### config.mk
export PLATFORM = sky130hd
export DESIGN_NAME = framed_byte_receiver_crc8_core
export DESIGN_NICKNAME = d
export VERILOG_FILES = /design/src/frbc_pkg.sv /design/src/framed_byte_receiver_crc8_core.sv /design/src/frbc_cfg_regs.sv /design/src/frbc_deframer.sv
export VERILOG_INCLUDE_DIRS = /design/src /design/src/src
export SDC_FILE = /design/constraint.sdc
export NUM_CORES = 1
export LEC_CHECK = 0
export BUFFER_PORTS_ARGS = -buffer_cell sky130_fd_sc_hd__buf_2
export CAP_MARGIN = 20
export CORE_ASPECT_RATIO = 1.2
export CORE_UTILIZATION = 50
export DETAILED_ROUTE_END_ITERATION = 16
export PLACE_DENSITY = 0.72
export SLEW_MARGIN = 20
export SYNTH_ARGS = -nofsm -noshare
export SYNTH_HDL_FRONTEND = slang
export SYNTH_SLANG_ARGS = --single-unit
### constraint.sdc
create_clock -name clk -period 5.66 [get_ports clk]
set_clock_uncertainty 0.2 [all_clocks]
set_input_delay 0 -clock clk [delete_from_list [all_inputs] [get_ports clk]]
set_output_delay 0 -clock clk [all_outputs]
set_load 0.01 [all_outputs]
### src/framed_byte_receiver_crc8_core_assert.svh
// Assertion macros used by the byte deframer RTL.
// Needs clk and arst_n in the scope where a macro is used.
`ifndef FRAMED_BYTE_RECEIVER_CRC8_CORE_ASSERT_SVH
`define FRAMED_BYTE_RECEIVER_CRC8_CORE_ASSERT_SVH

// same-cycle implication
`define FRBC_ASSERT_IMP(name, ante, cons, msg) \
	name: assert property (@(posedge clk) disable iff (!arst_n) (ante) |-> (cons)) \
		else $error(msg);

// next-cycle implication
`define FRBC_ASSERT_NXT(name, ante, cons, msg) \
	name: assert property (@(posedge clk) disable iff (!arst_n) (ante) |=> (cons)) \
		else $error(msg);

`endif

### src/frbc_pkg.sv
// Shared types, constants and the CRC-8 byte step for the byte deframer.
// No dependencies.
`timescale 1ns / 1ps

package frbc_pkg;

	localparam int MAX_FRAME_BYTES = 32;
	localparam int CNT_W           = $clog2(MAX_FRAME_BYTES + 1);
	localparam int LEN_W           = 6;
	localparam int TEMP_W          = 11;
	localparam int ADDR_W          = 5;
	localparam int DATA_W          = 32;
	localparam int OUT_DATA_W      = 32;

	// register indexes (word address)
	localparam logic [2:0] REG_FLAG     = 3'd0;
	localparam logic [2:0] REG_ESCAPE   = 3'd1;
	localparam logic [2:0] REG_POLY     = 3'd2;
	localparam logic [2:0] REG_CRC_INIT = 3'd3;
	localparam logic [2:0] REG_TEMP_TYP = 3'd4;

	// reset values
	localparam logic [7:0] RST_FLAG     = 8'h7E;
	localparam logic [7:0] RST_ESCAPE   = 8'h7A;
	localparam logic [7:0] RST_POLY     = 8'h31;
	localparam logic [7:0] RST_CRC_INIT = 8'hFF;
	localparam logic [7:0] RST_TEMP_TYP = 8'h23;

	typedef enum logic [2:0] {
		ST_TEMP_OK  = 3'd0,
		ST_TYPE_OK  = 3'd1,
		ST_CRC_ERR  = 3'd2,
		ST_SHORT    = 3'd3,
		ST_OVERFLOW = 3'd4
	} frbc_status_t;

	typedef struct packed {
		logic [7:0] flag_code;
		logic [7:0] escape_code;
		logic [7:0] crc_polynomial;
		logic [7:0] crc_initial;
		logic [7:0] temperature_type;
	} frbc_cfg_t;

	typedef struct packed {
		logic [TEMP_W-1:0] temperature_eighths;
		logic [LEN_W-1:0]  payload_length;
		logic [7:0]        frame_type;
		frbc_status_t      status;
	} frbc_result_t;

	// MSB-first CRC-8 over one byte, no reflection
	function automatic logic [7:0] crc8_step(input logic [7:0] crc, input logic [7:0] data,
			input logic [7:0] poly);
		logic [7:0] c;
		c = crc ^ data;
		for (int k = 0; k < 8; k++) begin
			c = c[7] ? ((c << 1) ^ poly) : (c << 1);
		end
		return c;
	endfunction

endpackage

### src/framed_byte_receiver_crc8_core.sv
// Closing byte -> input register -> deframer -> output register -> m_tdata.
// One byte per cycle unless the output stalls; the CRC-8 byte step sets the clock limit.
// Each frame yields one result; all other bytes yield none.
// Reset (arst_n low, async): registers to defaults, no frame open, output empty.
// Depends on frbc_pkg, frbc_cfg_regs, frbc_deframer.
`timescale 1ns / 1ps

module framed_byte_receiver_crc8_core (
	input  logic                              clk,
	input  logic                              arst_n,
	// byte input stream
	input  logic                              s_tvalid,
	output logic                              s_tready,
	input  logic [7:0]                        s_tdata,   // [7:0] rx_byte
	// frame result stream
	output logic                              m_tvalid,
	input  logic                              m_tready,
	// [2:0] status, [10:3] frame_type, [16:11] payload_length,
	// [27:17] temperature_eighths, [31:28] zero
	output logic [frbc_pkg::OUT_DATA_W-1:0]   m_tdata,
	// configuration
	input  logic                              psel,
	input  logic                              penable,
	input  logic                              pwrite,
	input  logic [frbc_pkg::ADDR_W-1:0]       paddr,
	input  logic [frbc_pkg::DATA_W-1:0]       pwdata,
	output logic [frbc_pkg::DATA_W-1:0]       prdata,
	output logic                              pready
);
	import frbc_pkg::*;

	frbc_cfg_t    cfg;

	// input register
	logic         valid_s1;
	logic [7:0]   rx_s1;

	// output register
	logic         out_valid_q;
	frbc_result_t out_q;

	logic         advance;
	logic         res_valid;
	frbc_result_t res;

	frbc_cfg_regs u_cfg (
		.clk     (clk),
		.arst_n  (arst_n),
		.psel    (psel),
		.penable (penable),
		.pwrite  (pwrite),
		.paddr   (paddr),
		.pwdata  (pwdata),
		.prdata  (prdata),
		.pready  (pready),
		.cfg     (cfg)
	);

	// The held byte moves through the deframer once the output slot is free
	// or being drained this cycle; otherwise both stages hold.
	assign advance  = valid_s1 && (!out_valid_q || m_tready);
	assign s_tready = !valid_s1 || advance;

	always_ff @(posedge clk or negedge arst_n) begin
		if (!arst_n) begin
			valid_s1 <= 1'b0;
		end else if (s_tready) begin
			valid_s1 <= s_tvalid;
		end
	end

	always_ff @(posedge clk) begin
		if (s_tready) begin
			rx_s1 <= s_tdata[7:0];
		end
	end

	frbc_deframer u_deframer (
		.clk        (clk),
		.arst_n     (arst_n),
		.cfg        (cfg),
		.byte_valid (advance),
		.rx_byte    (rx_s1),
		.res_valid  (res_valid),
		.res        (res)
	);

	// result register: loaded on a frame close, emptied on transfer
	always_ff @(posedge clk or negedge arst_n) begin
		if (!arst_n) begin
			out_valid_q <= 1'b0;
		end else if (advance && res_valid) begin
			out_valid_q <= 1'b1;
		end else if (m_tready) begin
			out_valid_q <= 1'b0;
		end
	end

	always_ff @(posedge clk) begin
		if (advance && res_valid) begin
			out_q <= res;
		end
	end

	assign m_tvalid = out_valid_q;
	assign m_tdata  = {{(OUT_DATA_W - $bits(frbc_result_t)){1'b0}}, out_q};

endmodule

### src/frbc_cfg_regs.sv
// APB-style configuration register file for the byte deframer.
// Depends on frbc_pkg.
`timescale 1ns / 1ps

module frbc_cfg_regs (
	input  logic                          clk,
	input  logic                          arst_n,
	input  logic                          psel,
	input  logic                          penable,
	input  logic                          pwrite,
	input  logic [frbc_pkg::ADDR_W-1:0]   paddr,
	input  logic [frbc_pkg::DATA_W-1:0]   pwdata,
	output logic [frbc_pkg::DATA_W-1:0]   prdata,
	output logic                          pready,
	output frbc_pkg::frbc_cfg_t           cfg
);
	import frbc_pkg::*;

	frbc_cfg_t  cfg_q;
	logic       wr_en;
	logic [2:0] reg_idx;
	logic [7:0] rd_byte;

	assign pready  = 1'b1;
	assign wr_en   = psel & penable & pwrite & pready;
	assign reg_idx = paddr[4:2];
	assign cfg     = cfg_q;

	always_ff @(posedge clk or negedge arst_n) begin
		if (!arst_n) begin
			cfg_q.flag_code        <= RST_FLAG;
			cfg_q.escape_code      <= RST_ESCAPE;
			cfg_q.crc_polynomial   <= RST_POLY;
			cfg_q.crc_initial      <= RST_CRC_INIT;
			cfg_q.temperature_type <= RST_TEMP_TYP;
		end else if (wr_en) begin
			case (reg_idx)
				REG_FLAG:     cfg_q.flag_code        <= pwdata[7:0];
				REG_ESCAPE:   cfg_q.escape_code      <= pwdata[7:0];
				REG_POLY:     cfg_q.crc_polynomial   <= pwdata[7:0];
				REG_CRC_INIT: cfg_q.crc_initial      <= pwdata[7:0];
				REG_TEMP_TYP: cfg_q.temperature_type <= pwdata[7:0];
				default: ;
			endcase
		end
	end

	always_comb begin
		case (reg_idx)
			REG_FLAG:     rd_byte = cfg_q.flag_code;
			REG_ESCAPE:   rd_byte = cfg_q.escape_code;
			REG_POLY:     rd_byte = cfg_q.crc_polynomial;
			REG_CRC_INIT: rd_byte = cfg_q.crc_initial;
			REG_TEMP_TYP: rd_byte = cfg_q.temperature_type;
			default:      rd_byte = 8'h00;
		endcase
	end

	assign prdata = {{(DATA_W - 8){1'b0}}, rd_byte};

endmodule

### src/frbc_deframer.sv
// Deframing state, CRC accumulation and frame-close status for one byte per cycle.
// Depends on frbc_pkg and framed_byte_receiver_crc8_core_assert.svh.
`timescale 1ns / 1ps

module frbc_deframer (
	input  logic                    clk,
	input  logic                    arst_n,
	input  frbc_pkg::frbc_cfg_t     cfg,
	input  logic                    byte_valid,
	input  logic [7:0]              rx_byte,
	output logic                    res_valid,
	output frbc_pkg::frbc_result_t  res
);
	import frbc_pkg::*;

	`include "framed_byte_receiver_crc8_core_assert.svh"

	logic             in_frame_q, in_frame_n;
	logic             flag_pend_q, flag_pend_n;
	logic             ovf_q, ovf_n;
	logic [CNT_W-1:0] count_q, count_n;
	logic [7:0]       crc_q, crc_n;
	logic [7:0]       held_q;
	logic [7:0]       first_q [3];

	logic             opening;
	logic             push_en;
	logic [7:0]       push_byte;
	logic [CNT_W-1:0] cnt_base;
	logic             held_we;
	logic [2:0]       first_we;
	logic             is_temp;
	logic             has_type;

	always_comb begin
		in_frame_n  = in_frame_q;
		flag_pend_n = flag_pend_q;
		ovf_n       = ovf_q;
		count_n     = count_q;
		crc_n       = crc_q;
		opening     = 1'b0;
		push_en     = 1'b0;
		push_byte   = rx_byte;
		res_valid   = 1'b0;
		held_we     = 1'b0;
		first_we    = 3'b000;

		if (byte_valid) begin
			if (flag_pend_q && in_frame_q) begin
				flag_pend_n = 1'b0;
				if (rx_byte == cfg.escape_code) begin
					push_en   = 1'b1;
					push_byte = cfg.flag_code;
				end else begin
					in_frame_n = 1'b0;
					res_valid  = 1'b1;
				end
			end else begin
				opening = flag_pend_q && (rx_byte != cfg.flag_code);
				if (opening) begin
					in_frame_n  = 1'b1;
					flag_pend_n = 1'b0;
					ovf_n       = 1'b0;
					count_n     = '0;
					crc_n       = cfg.crc_initial;
				end
				if (rx_byte == cfg.flag_code) begin
					flag_pend_n = 1'b1;
				end else if (in_frame_q || opening) begin
					push_en = 1'b1;
				end
			end
		end

		cnt_base = opening ? '0 : count_q;
		if (push_en) begin
			if (cnt_base >= CNT_W'(MAX_FRAME_BYTES)) begin
				ovf_n = 1'b1;
			end else begin
				// crc runs one byte behind: the held byte may be the received CRC
				if (cnt_base != '0) begin
					crc_n = crc8_step(crc_q, held_q, cfg.crc_polynomial);
				end
				held_we = 1'b1;
				if (cnt_base < CNT_W'(3)) begin
					first_we[cnt_base[1:0]] = 1'b1;
				end
				count_n = cnt_base + CNT_W'(1);
			end
		end
	end

	always_ff @(posedge clk or negedge arst_n) begin
		if (!arst_n) begin
			in_frame_q  <= 1'b0;
			flag_pend_q <= 1'b0;
			ovf_q       <= 1'b0;
			count_q     <= '0;
			crc_q       <= RST_CRC_INIT;
		end else begin
			in_frame_q  <= in_frame_n;
			flag_pend_q <= flag_pend_n;
			ovf_q       <= ovf_n;
			count_q     <= count_n;
			crc_q       <= crc_n;
		end
	end

	always_ff @(posedge clk) begin
		if (held_we) begin
			held_q <= push_byte;
		end
		for (int i = 0; i < 3; i++) begin
			if (first_we[i]) begin
				first_q[i] <= push_byte;
			end
		end
	end

	// frame-close result from current state
	always_comb begin
		has_type = (count_q != '0);
		is_temp  = has_type && (first_q[0] == cfg.temperature_type);

		res.frame_type          = has_type ? first_q[0] : 8'h00;
		res.temperature_eighths = '0;
		if (32'(count_q) > 32'd63) begin
			res.payload_length = LEN_W'(63);
		end else begin
			res.payload_length = LEN_W'(count_q);
		end

		if (ovf_q) begin
			res.status = ST_OVERFLOW;
		end else if ((count_q < CNT_W'(2)) || (is_temp && (count_q < CNT_W'(4)))) begin
			res.status = ST_SHORT;
		end else if (crc_q != held_q) begin
			res.status = ST_CRC_ERR;
		end else if (is_temp) begin
			res.status              = ST_TEMP_OK;
			res.temperature_eighths = {first_q[1], first_q[2][7:5]};
		end else begin
			res.status = ST_TYPE_OK;
		end
	end

	`FRBC_ASSERT_IMP(a_res_in_frame, res_valid, (in_frame_q && flag_pend_q),
		"result raised outside a pending close")
	`FRBC_ASSERT_NXT(a_res_closes, res_valid, (!in_frame_q && !flag_pend_q),
		"frame still open after close")
	`FRBC_ASSERT_IMP(a_ovf_full, ovf_q, (count_q == CNT_W'(MAX_FRAME_BYTES)),
		"overflow flagged below frame limit")
	`FRBC_ASSERT_IMP(a_ok_len, (res_valid && (res.status == ST_TEMP_OK)),
		(count_q >= CNT_W'(4)), "temperature accepted from short frame")

endmodule
==> results.py, run 1 <==
metrics = {
    "logic_synthesis": {
        "synth_xor_area_share_pct": 11.14,
        "synth_top_family_by_area": "simple AND/OR/NAND/NOR gates",
        "yosys.area_share.simple_pct": 14.55,
        "yosysUniqueCellTypes": 66,
        "synth.mux.area_fraction_pct": 11.16,
        "syn_inst": 649,
        "yosysWarningCount": 0,
        "synth-async-reset-ratio_pct": 48.36,
        "synth.avg_cell_area_um2": 11.09,
        "synth_compound_area_share_pct": 9.179,
        "synth_adder_area_share_pct": 0.6954,
        "syn_area_um2": 7197,
        "synth-edff-count": 63,
        "ys_seq_elements": 122,
        "ys_seq_area_share_pct": 47.37,
        "synth_ff_type": "edfxtp_1",
    },
    "clocking": {
        "root_buffer": "clkbuf_16",
        "clock_sinks": 122,
        "post_cts_buffers": 0,
        "tritoncts": "built",
        "htree_levels": 4,
        "cts_buffers": 17,
        "clk_latency_ns": 0.42,
        "clkTransAtPathRegs_ns": 0.06,
        "cts_buffer_depth": 2,
    },
    "route": {
        "post-route-drc-count": 18,
        "firstDrtPassIters": 11,
        "wire_per_inst_um": 18.62,
        "drtAntennaViolNets": 0,
        "viasPerCell": 5.737,
        "drt_iter0_markers": 333,
        "wirelength_um": 16910,
        "via_count": 5209,
    },
    "final_layout": {
        "fin_cells": 908,
        "drive_above_1_share_pct": 27.54,
        "seq_area_um2": 3410,
        "antenna_cells": 0,
        "final_nets": 780,
        "fin_util_pct": 59.75,
        "multi_input_area_um2": 3490,
        "final_cell_mix": "buf_2 (63), edfxtp_1 (63), nand2_1 (50)",
        "area_growth_pct": 15.70,
        "fillerInstances": 1106,
    },
    "global_routing": {
        "track_usage_pct": 23.60,
        "grt_util_met1_pct": 27.90,
        "grt_busiest_layer": "met2",
        "grt.overflow.total": 0,
        "grt_start_max_net_pins": 60,
        "gr-usage-met3_pct": 4.823,
        "use_met2_pct": 42.08,
        "antenna_found_initial": 0,
        "grt_pass1_vias": 5168,
        "grt_pass1_wl_um": 26870,
    },
    "min_path": {
        "hold_start": "penable",
        "worstHoldPathType": "input pin to flop",
    },
    "status": {
        "violations": "DRC",
        "outcome": "finished with violations",
    },
    "timing": {
        "fmax_mhz": 204.1,
        "worst_pin_slew_ns": 1.010,
        "finalHoldViolations": 0,
        "setup-violations-final": 0,
        "slew_violations": 0,
        "rsz0062_at_grt": "no",
        "hold_ws_ns": 0.01093,
        "setup_tns_ns": 0,
        "finalCritPeriodShare_pct": 86.55,
        "relSlewSlack_pct": 32.59,
        "post-route-min-period_ns": 4.899,
    },
    "floorplanning": {
        "chipHeight_um": 133.4,
        "core_um2": 13940,
        "die_area_um2": 14880,
        "die_x_um": 111.5,
        "start_util_pct": 51.64,
        "fp-row-count": 47,
        "io_pins": 119,
    },
    "place": {
        "placed_cells": 855,
        "gp_congestion": 0.8775,
        "hpwl_um": 11930,
        "portBuffers": 63,
    },
    "setup_path": {
        "worstSetupStartpointType": "flop",
        "critical_path_class": "flop to flop",
        "endpoint_kind": "flop",
        "worstPathMaxFanout": 20,
        "required_ns": 5.79,
        "cp.arrival_ns": 5.03,
        "cp-startpoint": "u_deframer.crc_q[7]$_DFF_PN1_",
        "r2r_start": "u_deframer.crc_q[7]$_DFF_PN1_",
    },
    "power_and_ir_drop": {
        "power.leakage_nw": 3.292,
        "cellPowerDensity_nw_per_um2": 614.4,
        "peakVddDrop_uv": 588.8,
    },
    "job": {
        "cap_violations": 0,
    },
}
## path summary, 6_finish.rpt
kind	end	slack (ns)	depth (start not counted)
setup / recovery	u_deframer.crc_q[1]$_DFF_PN1_	0.76	12
hold / removal	u_cfg.cfg[17]$_DFFE_PN0P_	0.01	6
setup reg to reg	u_deframer.crc_q[1]$_DFF_PN1_	0.76	12
hold reg to reg	m_tdata[23]$_SDFFCE_PP0P_	0.32	1
max in group asynchronous	u_cfg.cfg[4]$_DFFE_PN0P_	4.67	3
min in group asynchronous	u_cfg.cfg[26]$_DFFE_PN0P_	0.07	3
## sequential cells by signal, indices dropped and copies added, names as in the netlist
register and cells:
m_tdata 28, m_tvalid 1, rx_s1 8, u_cfg.cfg 40, u_deframer.count_q 6, u_deframer.crc_q 8
u_deframer.first_q 19, u_deframer.flag_pend_q 1, u_deframer.held_q 8, u_deframer.in_frame_q 1, u_deframer.ovf_q 1, valid_s1 1
## power breakdown
part / internal [W] / total (W) / switching, W
Sequential: 0.00110 / 0.00125 / 0.000157
Clock: 0.000659 / 0.00109 / 0.000427
Combinational: 0.00124 / 0.00278 / 0.00153
## logic make-up (layout without fill, tap and decap cells)
family,Yosys count,count (layout)
flops,122,122
other cells,2,29
simple gates,195,195
mux,73,73
fa+ha+maj,4,4
compound gates,101,101
buf+inv,72,133
xor+xnor,80,80
## area by class of cell
cell class              count  share of cell area, %
flip-flops and latches    122                  40.95
well taps                 171                  2.569
clock inverters            14                  1.938
multi-input cells         482                  41.91
clock buffers              18                  5.154
repair buffers             93                  7.122
inverters                   8                 0.3606
## cells in the mapped netlist (3+ instances only)
master / n / area (µm²)
a211oi_1: 6 / 45.04
a21o_1: 6 / 45.04
a21oi_1: 19 / 95.09
a22oi_1: 3 / 22.52
a31o_1: 3 / 26.28
a31oi_1: 10 / 62.56
and2_1: 27 / 168.9
and3_1: 6 / 37.54
and4_1: 4 / 35.03
buf_2: 3 / 15.01
buf_4: 30 / 225.2
buf_6: 4 / 45.04
clkbuf_1: 26 / 97.59
dfrtp_1: 26 / 650.6
dfstp_2: 33 / 867.1
edfxtp_1: 63 / 1892
ha_1: 4 / 50.05
inv_1: 8 / 30.03
mux2_2: 48 / 540.5
mux2i_1: 24 / 240.2
nand2_1: 50 / 187.7
nand2b_1: 10 / 62.56
nand3_1: 12 / 60.06
nand4_1: 10 / 62.56
nor2_1: 32 / 120.1
nor2b_1: 7 / 43.79
nor3_1: 9 / 45.04
nor4_1: 7 / 43.79
nor4b_1: 3 / 26.28
o211ai_1: 5 / 37.54
o21ai_0: 20 / 100.1
o22ai_1: 8 / 50.05
o31ai_1: 6 / 45.04
or3_1: 3 / 18.77
or4_1: 3 / 22.52
or4_4: 3 / 33.78
xnor2_1: 44 / 385.4
xnor3_1: 3 / 67.56
xor2_1: 28 / 245.2
## per-layer routing
| layer | part of all wire [%] | vias to the layer above |
|---|---|---|
| met4 | 2.9 | 0 |
| li1 | - | 2441 |
| met2 | 51 | 202 |
| met3 | 5.4 | 38 |
| met5 | 0 | - |
| met1 | 40 | 2528 |
## critical path, stage by stage (launching register included)
cell and delay, ns:
dfstp_2 0.57, xor2_2 0.72, xnor2_2 0.28, nor3_1 0.11, a41o_1 0.25, o31ai_1 0.58
a2111oi_1 0.21, o31ai_1 0.54, and2_1 0.43, xnor2_4 0.17, a21o_1 0.34, nand4_1 0.15
a31oi_1 0.25
## per-stage QoR
step	total power (W)	worst slack (ns)	instance area, µm²
2_1_floorplan	0.003627	1.585	7298
5_1_grt	0.005416	0.4223	8327
3_5_place_dp	0.003953	0.8929	7515
3_3_place_gp	0.003887	0.9823	7515
6_report	0.005116	0.7614	8327
4_1_cts	0.005095	0.8551	8315
## what timing repair did
item | 4_1_cts | 5_1_grt
hold buffers | 21 | 0
gates resized for setup | 0 | 0
hold endpoints to repair | 110 | 0
(Power assumes the default switching activity.)
==> inputs of run 2 (changes only) <==
Settings changed: REMOVE_ABC_BUFFERS from default to 1.
==> run 2 against run 1 <==
Compared with the run above: die area did not move; critical endpoint is now u_deframer.crc_q[6]$_DFF_PN1_; critical path type unchanged; power is 0.78% higher; combinational power hardly changed; register-to-register slack better by 0.05 ns; final area is 0.15% higher; core utilization rose by 0.090 points; sequential share of layout area is 0.061 points lower; the flow still finishes with violations (DRC).
==> results.py, run 2 (same netlist as run 1, synthesis figures left out) <==
metrics = {
    "floorplanning": {
        "die_x_um": 111.5,
        "chipHeight_um": 133.4,
        "core_um2": 13940,
        "start_util_pct": 51.64,
        "die_area_um2": 14880,
        "io_pins": 119,
        "fp-row-count": 47,
    },
    "global_routing": {
        "grt_pass1_wl_um": 26880,
        "grt_pass1_vias": 5170,
        "track_usage_pct": 23.76,
        "grt_start_max_net_pins": 60,
        "antenna_found_initial": 0,
        "grt.overflow.total": 0,
    },
    "timing": {
        "worst_pin_slew_ns": 1.005,
        "relSlewSlack_pct": 32.92,
        "setup-violations-final": 0,
        "rsz0062_at_grt": "no",
        "hold_ws_ns": 0.04155,
        "finalCritPeriodShare_pct": 85.70,
        "post-route-min-period_ns": 4.851,
        "fmax_mhz": 206.1,
        "setup_tns_ns": 0,
        "finalHoldViolations": 0,
        "slew_violations": 0,
    },
    "setup_path": {
        "required_ns": 5.78,
        "critical_path_class": "flop to flop",
        "worstPathMaxFanout": 20,
        "cp.arrival_ns": 4.97,
        "endpoint_kind": "flop",
        "worstSetupStartpointType": "flop",
    },
    "route": {
        "via_count": 5245,
        "drt_iter0_markers": 408,
        "wirelength_um": 17190,
        "viasPerCell": 5.776,
        "wire_per_inst_um": 18.93,
        "drtAntennaViolNets": 0,
        "firstDrtPassIters": 11,
        "post-route-drc-count": 5,
    },
    "job": {
        "cap_violations": 0,
    },
    "final_layout": {
        "seq_area_um2": 3410,
        "fin_util_pct": 59.83,
        "final_nets": 780,
        "fin_area_um2": 8339,
        "fillerInstances": 1111,
        "largest_reg_flops": 40,
        "drive_above_1_share_pct": 27.54,
        "area_growth_pct": 15.87,
        "antenna_cells": 0,
        "final_cell_mix": "buf_2 (63), edfxtp_1 (63), nand2_1 (50)",
        "multi_input_area_um2": 3490,
    },
    "min_path": {
        "worstHoldPathType": "input pin to flop",
    },
    "power_and_ir_drop": {
        "design_power_total_w": 0.005156,
        "cellPowerDensity_nw_per_um2": 618.3,
        "peakVddDrop_uv": 445.8,
        "power.leakage_nw": 3.302,
    },
    "clocking": {
        "htree_levels": 4,
        "cts_buffers": 17,
        "cts_resized": 0,
        "tritoncts": "built",
        "clk_latency_ns": 0.42,
        "clock_sinks": 122,
        "clkTransAtPathRegs_ns": 0.06,
        "cts_buffer_depth": 2,
        "root_buffer": "clkbuf_16",
    },
    "place": {
        "gp_congestion": 0.9113,
        "post_dp_cell_area_um2": 7515,
        "hpwl_um": 11760,
        "portBuffers": 63,
    },
    "status": {
        "violations": "DRC",
        "outcome": "finished with violations",
    },
}
run 2: cell count changes in the layout (fill, tap and decap cells not counted):
cell | previous run | this run
inv_8 | 1 | 4
clkinv_1 | 0 | 1
clkinv_4 | 2 | 1
clkinvlp_4 | 2 | 1
clkbuf_1 | 1 | 0
clkinv_2 | 1 | 0
run 2: path summary, 6_finish.rpt:
kind	slack [ns]	cells past startpoint	startpoint	endpoint
worst min-delay path	0.04	5	penable	u_cfg.cfg[23]$_DFFE_PN0P_
worst min register to register	0.32	1	u_deframer.first_q[1][3]$_DFFE_PP_	m_tdata[23]$_SDFFCE_PP0P_
worst max-delay path	0.81	12	u_deframer.crc_q[7]$_DFF_PN1_	u_deframer.crc_q[6]$_DFF_PN1_
min in group asynchronous	0.07	3	arst_n	valid_s1$_DFFE_PN0P_
max in group asynchronous	4.66	3	arst_n	u_cfg.cfg[19]$_DFFE_PN0P_
worst max register to register	0.81	12	u_deframer.crc_q[7]$_DFF_PN1_	u_deframer.crc_q[6]$_DFF_PN1_
run 2: final cells by class:
class	count	area share, %
clock buffers	17	5.101
clock inverters	15	2.131
inverters	8	0.3601
multi-input cells	482	41.85
flip-flops and latches	122	40.89
well taps	171	2.566
repair buffers	93	7.112
run 2: repair_timing:
action                                 in CTS  in global routing
hold buffers                               21                  0
buffers inserted                            0                  0
endpoints found under the hold margin     110                  0
run 2: layer usage:
layer | track usage [%] | part of all wire (%) | vias to the layer above
met5 | 0 | 0 | -
met4 | 11.94 | 3.3 | 0
met3 | 4.140 | 5.2 | 34
met2 | 40.73 | 51 | 214
met1 | 28.92 | 41 | 2553
li1 | - | - | 2444
run 2: stage by stage:
stage | worst slack, ns | cells
floorplan | 0.7727 | 612
global placement | 0.9912 | 855
detailed placement | 0.8897 | 855
CTS | 0.8588 | 908
global route | 0.4306 | 908
finish | 0.8091 | 908
run 2: power breakdown:
group / leakage, nW / internal [W] / switching (W)
registers: 1.23 / 0.00110 / 0.000156
clock network: 0.295 / 0.000667 / 0.000443
logic: 1.78 / 0.00124 / 0.00155
run 2: worst max-delay path, cell delays in order, from the launching register on:
cell	delay (ns)
dfstp_2	0.56
xor2_2	0.68
xnor2_2	0.27
nor3_1	0.10
a41o_1	0.25
o31ai_1	0.58
a2111oi_1	0.23
o31ai_1	0.55
and2_1	0.44
xnor2_4	0.17
a21o_1	0.34
a31oi_1	0.13
o31ai_1	0.25
==> inputs of run 3 (changes only) <==
Clock period 5.66 ns to 5.2 ns, I/O delays scaled along.
==> run 3 against run 2 <==
Compared with the run above: first-iteration DRC count down 20%; largest cell class unchanged; global-route usage is 0.45 points lower; die area stayed put; the run still ends with DRC left; final area increased by 0.54%; sequential cell count stayed put; final cell count is 0.44% higher.
==> results.py, run 3 (same netlist as run 1, synthesis figures left out) <==
metrics = {
    "status": {
        "outcome": "finished with violations",
        "violations": "DRC",
    },
    "setup_path": {
        "required_ns": 5.31,
        "worstPathMaxFanout": 12,
        "critical_path_class": "flop to flop",
        "endpoint_kind": "flop",
        "worstSetupStartpointType": "flop",
        "cp.arrival_ns": 4.85,
        "r2r_slack_ns": 0.46,
    },
    "power_and_ir_drop": {
        "peakVddDrop_uv": 515.6,
        "p_int_w": 0.003342,
        "cellPowerDensity_nw_per_um2": 671.2,
        "design_power_total_w": 0.005628,
        "power.leakage_nw": 3.330,
        "p_sw_w": 0.002286,
        "power.clock.fraction_pct": 21.7,
        "p_sw_share_pct": 40.61,
        "power_frac_comb_pct": 54.2,
        "pwr-share-seq_pct": 24.1,
    },
    "final_layout": {
        "drive_above_1_share_pct": 27.80,
        "largest_reg_flops": 40,
        "final_cell_mix": "buf_2 (63), edfxtp_1 (63), nand2_1 (50)",
        "area_growth_pct": 16.50,
        "fin_area_um2": 8384,
        "fin_util_pct": 60.16,
        "final_nets": 784,
        "antenna_cells": 0,
    },
    "timing": {
        "rsz0062_at_grt": "no",
        "setup_ws_ns": 0.4591,
        "worst_pin_slew_ns": 1.155,
        "relSlewSlack_pct": 22.38,
        "setup-violations-final": 0,
        "finalHoldViolations": 0,
        "slew_violations": 0,
        "post-route-min-period_ns": 4.741,
        "finalCritPeriodShare_pct": 91.17,
        "setup_tns_ns": 0,
        "fmax_mhz": 210.9,
    },
    "clocking": {
        "htree_levels": 4,
        "clk_latency_ns": 0.42,
        "clkTransAtPathRegs_ns": 0.06,
        "cts_buffer_depth": 2,
        "root_buffer": "clkbuf_16",
        "tritoncts": "built",
        "cts_buffers": 17,
        "clock_sinks": 122,
        "post_cts_buffers": 0,
    },
    "place": {
        "post_dp_cell_area_um2": 7537,
        "gp_congestion": 0.8579,
        "portBuffers": 63,
        "pre_cts_slack_ns": 0.5812,
        "hpwl_um": 11940,
    },
    "route": {
        "viasPerCell": 5.707,
        "post-route-drc-count": 8,
        "drtAntennaViolNets": 0,
        "firstDrtPassIters": 13,
        "wirelength_um": 16610,
        "drt_iter0_markers": 325,
        "via_count": 5205,
        "wire_per_inst_um": 18.22,
    },
    "min_path": {
        "worstHoldPathType": "input pin to flop",
    },
    "global_routing": {
        "grt_start_max_net_pins": 60,
        "track_usage_pct": 23.32,
        "grt.overflow.total": 0,
        "grt_pass1_wl_um": 26730,
        "antenna_found_initial": 0,
        "grt_pass1_vias": 5266,
    },
    "floorplanning": {
        "core_um2": 13940,
        "start_util_pct": 51.64,
        "io_pins": 119,
        "chipHeight_um": 133.4,
        "die_x_um": 111.5,
        "fp-row-count": 47,
        "die_area_um2": 14880,
    },
    "job": {
        "cap_violations": 0,
    },
}
-- run 3: cell count changes in the layout (fill, tap and decap cells not counted), moves of 2 or more --
cell	before	now
buf_4	9	12
clkinv_4	1	3
inv_6	6	4
inv_8	4	2
-- run 3: metrics by stage --
stage                     cells  hold slack (ns)
after floorplan             612          -0.4956
after global routing        912          0.02279
after CTS                   911         0.002794
after global placement      858         -0.02108
final                       912          0.01222
after detailed placement    858         -0.02187
-- run 3: layer usage --
layer	routed length [µm]	GRT usage (%)	share of wire (%)	vias to the layer above
met2	8616	40.90	52	179
met3	745	4.959	4.5	40
met1	6725	27.36	40	2535
met4	527	10.74	3.2	0
met5	0	0	0	-
li1	-	-	-	2451
-- run 3: final cells by class --
| class | instances | area [µm²] |
|---|---|---|
| clock buffers | 18 | 429.2 |
| clock inverters | 14 | 186.4 |
| fillers | 1085 | 5553 |
| inverters | 8 | 30.03 |
| multi-input cells | 482 | 3485 |
| flip-flops and latches | 122 | 3410 |
| well taps | 171 | 214.0 |
| repair buffers | 97 | 630.6 |
-- run 3: path summary, 6_finish.rpt --
path                       cells after the start                            start                                  to
hold reg to reg                                0  u_deframer.count_q[1]$_DFF_PN0_               m_tdata[12]$_DFFE_PP_
max in group asynchronous                      3                           arst_n           u_cfg.cfg[19]$_DFFE_PN0P_
hold / removal                                 5                          penable           u_cfg.cfg[17]$_DFFE_PN0P_
setup / recovery                              12    u_deframer.crc_q[7]$_DFF_PN1_       u_deframer.crc_q[6]$_DFF_PN1_
setup reg to reg                              12    u_deframer.crc_q[7]$_DFF_PN1_       u_deframer.crc_q[6]$_DFF_PN1_
min in group asynchronous                      3                           arst_n  u_deframer.flag_pend_q$_DFFE_PN0P_
-- run 3: power by group through the flow --
stage                     combinational [W]  clock, W  sequential [W]
final                               0.00305   0.00122         0.00136
after global placement              0.00291         0         0.00137
after floorplan                     0.00238         0         0.00132
after global routing                0.00332   0.00128         0.00138
after detailed placement            0.00298         0         0.00137
after CTS                           0.00302   0.00124         0.00136
-- run 3: critical path: stages, from the launching register on --
cell       delay, ns
dfstp_2         0.57
xor2_2          0.48
xnor2_2         0.26
nor3_1          0.10
a41o_1          0.25
o31ai_1         0.60
a2111oi_1       0.22
o31ai_1         0.56
and2_1          0.45
xnor2_4         0.17
a21o_1          0.35
a31oi_1         0.15
o31ai_1         0.27
-- run 3: timing repair --
item / CTS / global route
endpoints found under the hold margin: 110 / 0
resized for setup: 0 / 0
hold buffers: 21 / 0
